`config.mk`:
```
export PLATFORM = sky130hd
export DESIGN_NAME = bounded_deque_with_search_top
export DESIGN_NICKNAME = d
export VERILOG_FILES = /design/src/hdl/bdqs_pkg.sv /design/src/hdl/bdqs_ram.sv /design/src/hdl/bdqs_ctrl.sv /design/src/hdl/bdqs_dp.sv /design/src/hdl/bounded_deque_with_search_top.sv
export VERILOG_INCLUDE_DIRS = /design/src /design/src/hdl
export SDC_FILE = /design/constraint.sdc
export NUM_CORES = 1
export LEC_CHECK = 0
export BUFFER_PORTS_ARGS = -buffer_cell sky130_fd_sc_hd__buf_2
export CAP_MARGIN = 20
export CORE_ASPECT_RATIO = 0.8
export CORE_MARGIN = 2
export CORE_UTILIZATION = 50
export CTS_BUF_LIST = sky130_fd_sc_hd__clkbuf_8
export DETAILED_ROUTE_END_ITERATION = 8
export PLACE_DENSITY = 0.66
export SYNTH_ARGS = -nofsm -noshare
export SYNTH_HDL_FRONTEND = slang
export SYNTH_HIERARCHICAL = 1
export SYNTH_SLANG_ARGS = --single-unit
export TNS_END_PERCENT = 10
```
`constraint.sdc`:
```
create_clock -name clk_i -period 7.4 [get_ports clk_i]
set_input_delay 0.74 -clock clk_i [delete_from_list [all_inputs] [get_ports clk_i]]
set_output_delay 0.74 -clock clk_i [all_outputs]
set_load 0.05 [all_outputs]
```
`src/hdl/bounded_deque_with_search_top_macros.svh`:
```
// =============================================================================
// Assertion macros for the bounded deque with search
// Concurrent assertion shorthands used by the datapath of this block.
// =============================================================================
`ifndef BOUNDED_DEQUE_WITH_SEARCH_TOP_MACROS_SVH
`define BOUNDED_DEQUE_WITH_SEARCH_TOP_MACROS_SVH

`ifndef NO_ASSERTIONS

// Same-cycle implication, disabled during reset.
`define BDQS_ASSERT_NOW(label, clk, rst_n, ante, cons) \
  label: assert property (@(posedge clk) disable iff (!rst_n) (ante) |-> (cons)) \
    else $error("assertion failed: same-cycle implication");

// Next-cycle implication, disabled during reset.
`define BDQS_ASSERT_NEXT(label, clk, rst_n, ante, cons) \
  label: assert property (@(posedge clk) disable iff (!rst_n) (ante) |=> (cons)) \
    else $error("assertion failed: next-cycle implication");

`else

`define BDQS_ASSERT_NOW(label, clk, rst_n, ante, cons)
`define BDQS_ASSERT_NEXT(label, clk, rst_n, ante, cons)

`endif

`endif

```
`src/hdl/bdqs_pkg.sv`:
```
// =============================================================================
// Bounded deque package
// Request codes, word types and controller/datapath interface structs.
// =============================================================================
package bdqs_pkg;

  // Request codes carried in req_type.
  localparam logic [1:0] REQ_PUSH_FRONT = 2'd0;
  localparam logic [1:0] REQ_PUSH_BACK  = 2'd1;
  localparam logic [1:0] REQ_QUERY      = 2'd2;

  // Input word.
  typedef struct packed {
    logic [1:0]         req_type;
    logic signed [31:0] value;
  } bdqs_in_t;

  // Result word.
  typedef struct packed {
    logic       found;
    logic [4:0] count;
    logic       is_empty;
    logic       dropped;
  } bdqs_out_t;

  // Commands from the controller to the datapath.
  typedef struct packed {
    logic load_req;    // capture the accepted input word
    logic exec_push;   // apply a push (or nothing for an unused code)
    logic scan_start;  // set up a membership scan
    logic scan_step;   // advance the scan by one entry
    logic load_out;    // load the result register
  } bdqs_cmd_t;

  // Status from the datapath to the controller.
  typedef struct packed {
    logic is_query;
    logic scan_done;
    logic out_free;
  } bdqs_sts_t;

endpackage

```
`src/hdl/bdqs_ram.sv`:
```
// =============================================================================
// Generic RAM
// One write port and one read port with registered read data.
// =============================================================================
module bdqs_ram #(
  parameter int WIDTH = 32,
  parameter int DEPTH = 16
) (
  input  logic                     clk_i,
  input  logic                     wr_en_i,
  input  logic [$clog2(DEPTH)-1:0] wr_addr_i,
  input  logic [WIDTH-1:0]         wr_data_i,
  input  logic                     rd_en_i,
  input  logic [$clog2(DEPTH)-1:0] rd_addr_i,
  output logic [WIDTH-1:0]         rd_data_o
);

  logic [WIDTH-1:0] mem_q [DEPTH];

  // Write port.
  always_ff @(posedge clk_i) begin
    if (wr_en_i) begin
      mem_q[wr_addr_i] <= wr_data_i;
    end
  end

  // Registered read port.
  always_ff @(posedge clk_i) begin
    if (rd_en_i) begin
      rd_data_o <= mem_q[rd_addr_i];
    end
  end

endmodule

```
`src/hdl/bdqs_ctrl.sv`:
```
// =============================================================================
// Deque controller
// Sequences acceptance, push execution, membership scan and result hand-off.
// =============================================================================
module bdqs_ctrl
  import bdqs_pkg::*;
(
  input  logic      clk_i,
  input  logic      rst_ni,
  input  logic      in_valid_i,
  output logic      in_stall_o,
  input  bdqs_sts_t sts_i,
  output bdqs_cmd_t cmd_o
);

  localparam logic [1:0] S_IDLE = 2'd0;
  localparam logic [1:0] S_EXEC = 2'd1;
  localparam logic [1:0] S_SCAN = 2'd2;
  localparam logic [1:0] S_FIN  = 2'd3;

  logic [1:0] state_q, state_d;

  // Next state and command decode.
  always_comb begin
    state_d = state_q;
    cmd_o   = '0;
    unique case (state_q)
      S_IDLE: begin
        if (in_valid_i) begin
          cmd_o.load_req = 1'b1;
          state_d        = S_EXEC;
        end
      end
      S_EXEC: begin
        if (sts_i.is_query) begin
          cmd_o.scan_start = 1'b1;
          state_d          = S_SCAN;
        end else if (sts_i.out_free) begin
          cmd_o.exec_push = 1'b1;
          cmd_o.load_out  = 1'b1;
          state_d         = S_IDLE;
        end
      end
      S_SCAN: begin
        cmd_o.scan_step = 1'b1;
        if (sts_i.scan_done) begin
          state_d = S_FIN;
        end
      end
      S_FIN: begin
        if (sts_i.out_free) begin
          cmd_o.load_out = 1'b1;
          state_d        = S_IDLE;
        end
      end
      default: begin
        state_d = S_IDLE;
      end
    endcase
  end

  // Input words are taken only while idle.
  assign in_stall_o = (state_q != S_IDLE);

  // State register.
  always_ff @(posedge clk_i or negedge rst_ni) begin
    if (!rst_ni) begin
      state_q <= S_IDLE;
    end else begin
      state_q <= state_d;
    end
  end

endmodule

```
`src/hdl/bdqs_dp.sv`:
```
// =============================================================================
// Deque datapath
// Ring pointers, element count, entry storage, scan logic and result register.
// =============================================================================
`include "bounded_deque_with_search_top_macros.svh"

module bdqs_dp
  import bdqs_pkg::*;
#(
  parameter int DEPTH = 16
) (
  input  logic      clk_i,
  input  logic      rst_ni,
  input  bdqs_cmd_t cmd_i,
  output bdqs_sts_t sts_o,
  input  bdqs_in_t  in_data_i,
  input  logic      out_stall_i,
  output logic      out_valid_o,
  output bdqs_out_t out_data_o
);

  localparam int IW = $clog2(DEPTH);
  localparam int CW = $clog2(DEPTH + 1);
  localparam int SW = CW + 1;
  localparam logic [IW-1:0] LAST_IDX = IW'(DEPTH - 1);
  localparam logic [CW-1:0] FULL_CNT = CW'(DEPTH);

  // Request and ring state.
  logic [1:0]    req_q;
  logic [31:0]   val_q;
  logic [IW-1:0] front_q, front_d;
  logic [CW-1:0] cnt_q, cnt_d;

  // Scan state.
  logic [IW-1:0] rd_ptr_q;
  logic [CW-1:0] scan_k_q;
  logic          rd_pend_q;
  logic          found_q;

  // Result register.
  logic          out_valid_q;
  bdqs_out_t     out_q;

  logic          is_push, full, issue_rd, match;
  logic [IW-1:0] front_dec, back_idx, wr_addr;
  logic [SW-1:0] back_sum;
  logic          wr_en;
  logic [31:0]   rd_data;

  // Request decode and ring address arithmetic.
  assign is_push   = (req_q == REQ_PUSH_FRONT) || (req_q == REQ_PUSH_BACK);
  assign full      = (cnt_q == FULL_CNT);
  assign front_dec = (front_q == '0) ? LAST_IDX : front_q - 1'b1;
  assign back_sum  = SW'(front_q) + SW'(cnt_q);
  assign back_idx  = (back_sum >= SW'(DEPTH)) ? IW'(back_sum - SW'(DEPTH)) : IW'(back_sum);

  // A push that fits writes one entry and moves the count.
  assign wr_en   = cmd_i.exec_push && is_push && !full;
  assign wr_addr = (req_q == REQ_PUSH_FRONT) ? front_dec : back_idx;

  always_comb begin
    front_d = front_q;
    cnt_d   = cnt_q;
    if (wr_en) begin
      cnt_d = cnt_q + 1'b1;
      if (req_q == REQ_PUSH_FRONT) begin
        front_d = front_dec;
      end
    end
  end

  // Scan reads one entry a cycle and compares the word read the cycle before.
  assign issue_rd = cmd_i.scan_step && (scan_k_q != cnt_q);
  assign match    = rd_pend_q && (rd_data == val_q);

  bdqs_ram #(
    .WIDTH (32),
    .DEPTH (DEPTH)
  ) u_ram (
    .clk_i     (clk_i),
    .wr_en_i   (wr_en),
    .wr_addr_i (wr_addr),
    .wr_data_i (val_q),
    .rd_en_i   (issue_rd),
    .rd_addr_i (rd_ptr_q),
    .rd_data_o (rd_data)
  );

  // Status back to the controller.
  assign sts_o.is_query  = (req_q == REQ_QUERY);
  assign sts_o.scan_done = match || ((scan_k_q == cnt_q) && !rd_pend_q);
  assign sts_o.out_free  = !out_valid_q || !out_stall_i;

  // Request capture.
  always_ff @(posedge clk_i) begin
    if (cmd_i.load_req) begin
      req_q <= in_data_i.req_type;
      val_q <= in_data_i.value;
    end
  end

  // Ring pointer and count.
  always_ff @(posedge clk_i or negedge rst_ni) begin
    if (!rst_ni) begin
      front_q <= '0;
      cnt_q   <= '0;
    end else begin
      front_q <= front_d;
      cnt_q   <= cnt_d;
    end
  end

  // Scan pointer, counter and hit flag.
  always_ff @(posedge clk_i or negedge rst_ni) begin
    if (!rst_ni) begin
      rd_ptr_q  <= '0;
      scan_k_q  <= '0;
      rd_pend_q <= 1'b0;
      found_q   <= 1'b0;
    end else if (cmd_i.scan_start) begin
      rd_ptr_q  <= front_q;
      scan_k_q  <= '0;
      rd_pend_q <= 1'b0;
      found_q   <= 1'b0;
    end else if (cmd_i.scan_step) begin
      rd_pend_q <= issue_rd;
      found_q   <= found_q || match;
      if (issue_rd) begin
        rd_ptr_q <= (rd_ptr_q == LAST_IDX) ? '0 : rd_ptr_q + 1'b1;
        scan_k_q <= scan_k_q + 1'b1;
      end
    end
  end

  // Result register: loaded when free or taken, held while stalled.
  always_ff @(posedge clk_i or negedge rst_ni) begin
    if (!rst_ni) begin
      out_valid_q <= 1'b0;
    end else if (cmd_i.load_out) begin
      out_valid_q <= 1'b1;
    end else if (!out_stall_i) begin
      out_valid_q <= 1'b0;
    end
  end

  always_ff @(posedge clk_i) begin
    if (cmd_i.load_out) begin
      out_q.found    <= (req_q == REQ_QUERY) && found_q;
      out_q.count    <= 5'(cnt_d);
      out_q.is_empty <= (cnt_d == '0);
      out_q.dropped  <= is_push && full;
    end
  end

  assign out_valid_o = out_valid_q;
  assign out_data_o  = out_q;

  // Checks on ring state and result loading.
  `BDQS_ASSERT_NOW(a_cnt_bound, clk_i, rst_ni, 1'b1, cnt_q <= FULL_CNT)
  `BDQS_ASSERT_NOW(a_front_bound, clk_i, rst_ni, 1'b1, front_q <= LAST_IDX)
  `BDQS_ASSERT_NEXT(a_push_count, clk_i, rst_ni, wr_en, cnt_q == $past(cnt_q) + 1'b1)
  `BDQS_ASSERT_NOW(a_load_free, clk_i, rst_ni, cmd_i.load_out, sts_o.out_free)
  `BDQS_ASSERT_NOW(a_read_in_range, clk_i, rst_ni, issue_rd, scan_k_q < cnt_q)

endmodule

```
`src/hdl/bounded_deque_with_search_top.sv`:
```
// =============================================================================
// Bounded deque with membership search
// Top level joining the controller and the datapath.
// =============================================================================
// Holds up to DEPTH signed 32-bit elements in a ring and answers every request
// word with one result word. A push at the front or back is applied together
// with the loading of its result, and a push into a full store is refused
// with dropped set. A query scans the stored elements in order through the
// single read port of the entry memory, one entry per cycle, and stops at the
// first hit. No input is accepted while a request is being worked on; a
// finished result waits in an output register while the next word is taken.
// Entry storage needs no clearing after reset.
// =============================================================================
module bounded_deque_with_search_top
  import bdqs_pkg::*;
#(
  parameter int DEPTH = 16
) (
  input  logic      clk_i,
  input  logic      rst_ni,
  input  logic      in_valid_i,
  output logic      in_stall_o,
  input  bdqs_in_t  in_data_i,
  output logic      out_valid_o,
  input  logic      out_stall_i,
  output bdqs_out_t out_data_o
);

  bdqs_cmd_t cmd;
  bdqs_sts_t sts;

  bdqs_ctrl u_ctrl (
    .clk_i      (clk_i),
    .rst_ni     (rst_ni),
    .in_valid_i (in_valid_i),
    .in_stall_o (in_stall_o),
    .sts_i      (sts),
    .cmd_o      (cmd)
  );

  bdqs_dp #(
    .DEPTH (DEPTH)
  ) u_dp (
    .clk_i       (clk_i),
    .rst_ni      (rst_ni),
    .cmd_i       (cmd),
    .sts_o       (sts),
    .in_data_i   (in_data_i),
    .out_stall_i (out_stall_i),
    .out_valid_o (out_valid_o),
    .out_data_o  (out_data_o)
  );

endmodule
```
==> impl_metrics.yaml, run 1 <==
global_route:
  grt_overflow: 0
  track_usage_pct: 19.9
  grt_pass1_vias: 11400
  grt_pass1_wl_mm: 70.4
  antenna_found_initial: 0
  grt_max_degree: 81
routing:
  drc_errors: 0
  vias: 11000
  drt_iter0_markers: 1002
  drt_pass1_iterations: 5
  finalWirelength_mm: 46.4
  ant_nets: 0
  vias_per_cell: 5.80
  drt-wirelength-per-cell_um: 24.6
clocking:
  cts.sinks: 609
  clkLatencyLatePin_ns: 0.64
  numCtsBuffers: 90
  htree_levels: 3
  post_cts_resize_count: 0
  clockBufferDepth: 3
  path_clk_slew_ns: 0.07
  cts_root_buf: "clkbuf_8"
  postCtsSetupRepairBufs: 0
  cts_tree: "done"
  cts_hold_buf: 0
worst_setup_path:
  reg2reg_from: "u_dp/cnt_q[0]"
  end_kind: "register"
  worstReg2RegEnd: "u_dp/u_ram/mem_q[15][24]"
  r2r_cells: 7
  start_kind: "register"
  cp.arrival_ns: 3.98
  critPathMaxFanout: 17
  critPathKind: "reg2reg"
  r2r_slack_ns: 3.72
  critical_path_required_ns: 7.69
synth:
  syn_inst: 1095
  synthArstFlopShare_pct: 3.78
  synth.distinct_cells: 57
  ys_warn_count: 6
  synthFlopType: "edfxtp_1"
  avgSynthCellArea_sq_um: 21.3
  synth_edf_count: 586
  yosys-top-cells-area: "edfxtp_1, mux4_2, dfrtp_1"
  syn-num-nets: 1143
  post-synth-top-area-fraction_pct: 75.5
  syn_area_sq_um: 23300
  postSynthRegisterBits: 609
  seq_area_frac_synth_pct: 77.9
  yosysTopAreaCell: "edfxtp_1"
floorplanning:
  ios: 48
  die_area_sq_um: 48400
  rows: 70
  start_util_pct: 50.8
  core_area_sq_um: 45900
  die_y_um: 197
  dieWidth_um: 245
sta:
  slew_viol_final: 0
  clock.fmax_mhz: 271
  setup_violations: 0
  relSlewSlack_pct: 26.1
  min_period_ns: 3.68
  skew_ns: 0.0232
  worst_slew_pin_slew_ns: 1.11
  fin_worst_hold_slack_ns: 0.0829
  rsz0062_at_grt: "false"
  hold_viol_final: 0
  fin_crit_sh_pct: 49.8
  final.setup.tns_ns: 0
cells_and_area:
  area_delta_synth_final_pct: 11.6
  diodes: 0
  instances_no_fill: 1890
  layout-drive-gt1-share_pct: 26.9
  nNetsFinal: 1266
status:
  status: "complete, no violations"
hold_path:
  hold_path_class: "in2async"
power:
  peakVddDrop_uv: 365
  p_leak_nw: 8.39
  finalPower_mw: 9.56
  p_per_area_nw_per_um2: 367
placement:
  portBuffers: 47
  dp_cells: 1737
  hpwl_mm: 25.6
  gp_congestion: 0.783
job:
  cap_violations: 0
[power by group]
group | internal (mW) | total [mW] | switching (mW)
clock | 1.16 | 2.36 | 1.21
sequential | 4.35 | 4.72 | 0.371
combinational | 1.05 | 2.47 | 1.42
[Yosys cell counts (2+ instances only)]
cell type and n:
nand3_1 4, buf_4 10, o211ai_1 5, nand4_1 8, nand3b_1 4, clkbuf_1 18
nor3_1 7, dfrtp_1 23, nor2b_1 4, xnor2_1 35, o21ai_0 9, mux4_2 128
nand2b_1 8, ha_1 9, mux2i_1 4, nor4_1 2, a21o_1 2, xor2_1 9
nand2_1 45, edfxtp_1 586, nor2_1 34, and3_1 3, inv_1 14, and2_1 2
a21oi_1 9, or2b_2 2, buf_2 8, buf_1 10, a22oi_1 64, a22o_1 2
[layout make-up]
class	instances	area [sq um]
multi-input combinational	423	4990
inverter	15	56.3
fill	3418	19900
clock buffer	93	1280
clock inverter	59	244
sequential	609	18200
tap	612	766
timing repair buffer	79	513
[registers in the layout, summed over array words and instances (netlist names)]
name and flops:
u_dp/cnt_q 5, u_dp/u_ram/mem_q 512, u_dp/out_data_o 8, u_ctrl/state_q 2, u_dp/front_q 4, u_dp/rd_ptr_q 4, u_dp/rd_pend_q 1, u_dp/out_valid_o 1
u_dp/val_q 32, u_dp/u_ram/rd_data_o 32, u_dp/scan_k_q 5, u_dp/req_q 2, u_dp/found_q 1
[cells in the final DEF (no fill, tap or decap), types with 5 or more instances in the layout]
cell type / netlist / routed
nand4_1: 8 / 8
buf_2: 8 / 47
buf_4: 10 / 29
ha_1: 9 / 9
nor2_4: 0 / 14
dfrtp_1: 23 / 21
a21oi_1: 9 / 9
xor2_1: 9 / 9
clkbuf_8: 0 / 93
mux4_2: 128 / 128
o211ai_1: 5 / 5
nand2_1: 45 / 45
inv_1: 14 / 40
a22oi_1: 64 / 64
nand2b_1: 8 / 8
clkinv_1: 0 / 23
o21ai_0: 9 / 9
xnor2_1: 35 / 35
edfxtp_1: 586 / 586
clkinv_2: 0 / 6
nor2_1: 34 / 20
[worst max-delay path by stage]
| stage | slack, ns | end | from | depth (start not counted) |
|---|---|---|---|---|
| finish | 3.72 | u_dp/u_ram/mem_q[15][24] | u_dp/cnt_q[0] | 7 |
| global route | 3.48 | u_dp/u_ram/mem_q[15][27] | u_dp/cnt_q[0] | 7 |
| CTS | 3.74 | u_dp/u_ram/mem_q[15][24] | u_dp/cnt_q[0] | 7 |
| floorplan | 2.83 | u_dp/u_ram/mem_q[0][0] | out_stall_i | 6 |
| global placement | 3.89 | u_dp/u_ram/mem_q[15][26] | u_dp/cnt_q[0] | 7 |
| detailed placement | 3.75 | u_dp/u_ram/mem_q[15][26] | u_dp/cnt_q[0] | 7 |
[per-layer routing]
| layer | wire length, um | track usage, % | up-vias | part of all wire, % |
|---|---|---|---|---|
| met5 | 0 | 0 | - | 0 |
| met4 | 994 | 5.93 | 0 | 2.1 |
| met3 | 2800 | 4.05 | 63 | 6.0 |
| met2 | 21600 | 30.2 | 355 | 46 |
| met1 | 21100 | 29.7 | 5783 | 45 |
| li1 | - | - | 4766 | - |
[through the flow]
stage,setup slack [ns],util [%],instance area (sq um)
final,3.72,56.7,26000
after global routing,3.48,56.7,26000
after CTS,3.74,56.7,26000
after detailed placement,3.75,53.4,24500
after global placement,3.89,53.3,24500
after floorplan,2.83,-,23300
[cells by family after synthesis]
family	share of synthesized area (%)
adders and majority gates	0.569
xor gates and xnor gates	1.72
DFF	77.9
buffers and inverters	1.26
muxes	12.6
and+or+nand+nor	2.80
AOI/OAI and AO/OA	3.14
[critical path, cell delays in order (launching register included)]
cell     delay, ns
dfrtp_1       0.48
ha_1          0.22
inv_1         0.06
fa_1          0.45
mux2i_1       0.57
nand2_1       0.43
nor2_4        0.68
buf_4         0.45
Power figures use the tool's default switching activity.
==> inputs of run 2 (changes only) <==
- clock period: 7.4 -> 3.75 ns (I/O delays scaled with it)
==> run 2 against run 1 <==
  * Power is 100% higher
  * Global-route usage is 1.0 points higher
  * Utilization is 1.5 points higher
  * Critical path type unchanged
  * Largest power group unchanged
  * Routed wire length is 4.7% higher
  * Sequential share of layout area is 1.8 points lower
  * First-iteration DRC count is 4.5% lower
  * Critical path depth stayed put
  * Worst setup slack worse by 3.2 ns
  * Highest routed layer unchanged
  * Combinational power is 110% higher
  * Die area stayed put
  * Sequential power is 95% higher
  * Clock-buffer cell count is 4 higher
==> impl_metrics.yaml, run 2 (synthesized netlist as in run 1, its figures left out) <==
status:
  status: "complete, no violations"
placement:
  dpl_worst_slack_ns: 0.621
  place_area_sq_um: 24700
  gp_congestion: 0.770
  hpwl_mm: 27.7
  portBuffers: 47
floorplanning:
  die_y_um: 197
  die_area_sq_um: 48400
  ios: 48
  dieWidth_um: 245
  core_area_sq_um: 45900
  rows: 70
  start_util_pct: 50.8
worst_setup_path:
  startpoint: "u_dp/cnt_q[0]"
  r2r_cells: 7
  critPathMaxFanout: 17
  start_kind: "register"
  reg2reg_from: "u_dp/cnt_q[0]"
  critPathCapture: "u_dp/u_ram/mem_q[7][25]"
  r2r_slack_ns: 0.55
  cp.arrival_ns: 3.52
  path_cells: "ha_1 -> inv_1 -> fa_1 -> mux2i_1 -> nand2_1 -> nor2_4 -> buf_4"
  crit_buf_inv: 2
  critPathKind: "reg2reg"
  cp.depth: 7
  end_kind: "register"
  critical_path_required_ns: 4.07
  slowest_stage: "mux2i_1"
  slowest_delay_ns: 0.62
  worstReg2RegEnd: "u_dp/u_ram/mem_q[7][25]"
  crit_family: "simple AND/OR/NAND/NOR gates"
hold_path:
  holdPathStages: 3
  hold_path_class: "in2reg"
cells_and_area:
  nNetsFinal: 1320
  final_cell_area_sq_um: 26700
  layout_commonest_cell: "edfxtp_1"
  largest_register_ffs: 512
  most-common-layout-cells: "edfxtp_1, mux4_2, clkbuf_8"
  top_register: "u_dp/u_ram/mem_q"
  layout-drive-gt1-share_pct: 27.7
  top_regs: "u_dp/u_ram/mem_q (512), u_dp/u_ram/rd_data_o (32), u_dp/val_q (32)"
  area_delta_synth_final_pct: 14.7
  diodes: 0
power:
  peakVddDrop_uv: 397
  p_per_area_nw_per_um2: 726
  p_leak_nw: 8.74
sta:
  worst_slack_ns: 0.552
  clock.fmax_mhz: 313
  min_period_ns: 3.20
  rsz0062_at_grt: "false"
  setup_violations: 0
  skew_ns: 0.0240
  relSlewSlack_pct: 22.2
  worst_slew_pin_slew_ns: 1.16
  hold_viol_final: 0
  slew_viol_final: 0
  fin_crit_sh_pct: 85.3
routing:
  drt_iter0_markers: 957
  ant_nets: 0
  drc_errors: 0
  vias: 11300
  drt-wirelength-per-cell_um: 24.9
  drt_pass1_iterations: 5
  finalWirelength_mm: 48.6
  vias_per_cell: 5.80
global_route:
  grt_overflow: 0
  track_usage_pct: 20.9
  grt_max_degree: 82
  grt_pass1_wl_mm: 73.7
  antenna_found_initial: 0
  grt_pass1_vias: 11800
clocking:
  path_clk_slew_ns: 0.06
  clockBufferDepth: 3
  cts_root_buf: "clkbuf_8"
  post_cts_resize_count: 0
  clkLatencyLatePin_ns: 0.67
  numCtsBuffers: 92
  cts.sinks: 609
  htree_levels: 3
  cts_tree: "done"
job:
  cap_violations: 0
-- run 2: repair_timing --
action,in CTS,in global routing
hold buffers,36,0
endpoints found under the setup margin,0,0
setup buffers,0,0
hold endpoints to repair,58,0
-- run 2: where the power goes --
part,internal (mW),total (mW),leakage [nW],switching [mW]
combinational,2.22,5.24,2.20,3.03
sequential,8.58,9.22,5.58,0.637
clock,2.47,4.95,0.967,2.48
-- run 2: layer usage --
| layer | up-vias | wire (um) | global-route usage [%] | part of all wire (%) |
|---|---|---|---|---|
| met5 | - | 0 | 0 | 0 |
| met2 | 425 | 22200 | 30.7 | 46 |
| met1 | 5927 | 21700 | 31.4 | 45 |
| met3 | 70 | 3790 | 5.34 | 7.8 |
| li1 | 4887 | - | - | - |
| met4 | 0 | 890 | 5.95 | 1.8 |
-- run 2: worst min path at each step --
stage	from	to
after global placement	rst_ni	u_dp/cnt_q[2]
after global routing	in_valid_i	u_ctrl/state_q[0]
after floorplan	rst_ni	u_ctrl/state_q[0]
after detailed placement	rst_ni	u_dp/cnt_q[3]
after CTS	in_valid_i	u_ctrl/state_q[0]
final	in_valid_i	u_ctrl/state_q[0]
-- run 2: cell type report --
class | instances | area [sq um]
clock buffer | 97 | 1340
clock inverter | 63 | 318
fill | 3375 | 19200
inverter | 15 | 56.3
multi-input combinational | 423 | 5000
sequential | 609 | 18200
tap | 612 | 766
timing repair buffer | 131 | 1080
-- run 2: per-stage QoR --
step                power (mW)  TNS, ns  hold WS (ns)  std cells  util, %
floorplan                 12.8   -49.81        0.0794       1095        -
global placement          14.5        0         0.385       1754     53.9
detailed placement        14.6        0         0.396       1754     53.9
CTS                       19.6        0        0.0142       1950     58.3
global route              20.4        0         0.101       1950     58.3
finish                    19.4        0        0.0801       1950     58.3
-- run 2: tightest hold or removal path, cell delays in order --
cell and delay (ns):
buf_2 0.08, o21ai_0 0.07, a21oi_1 0.16
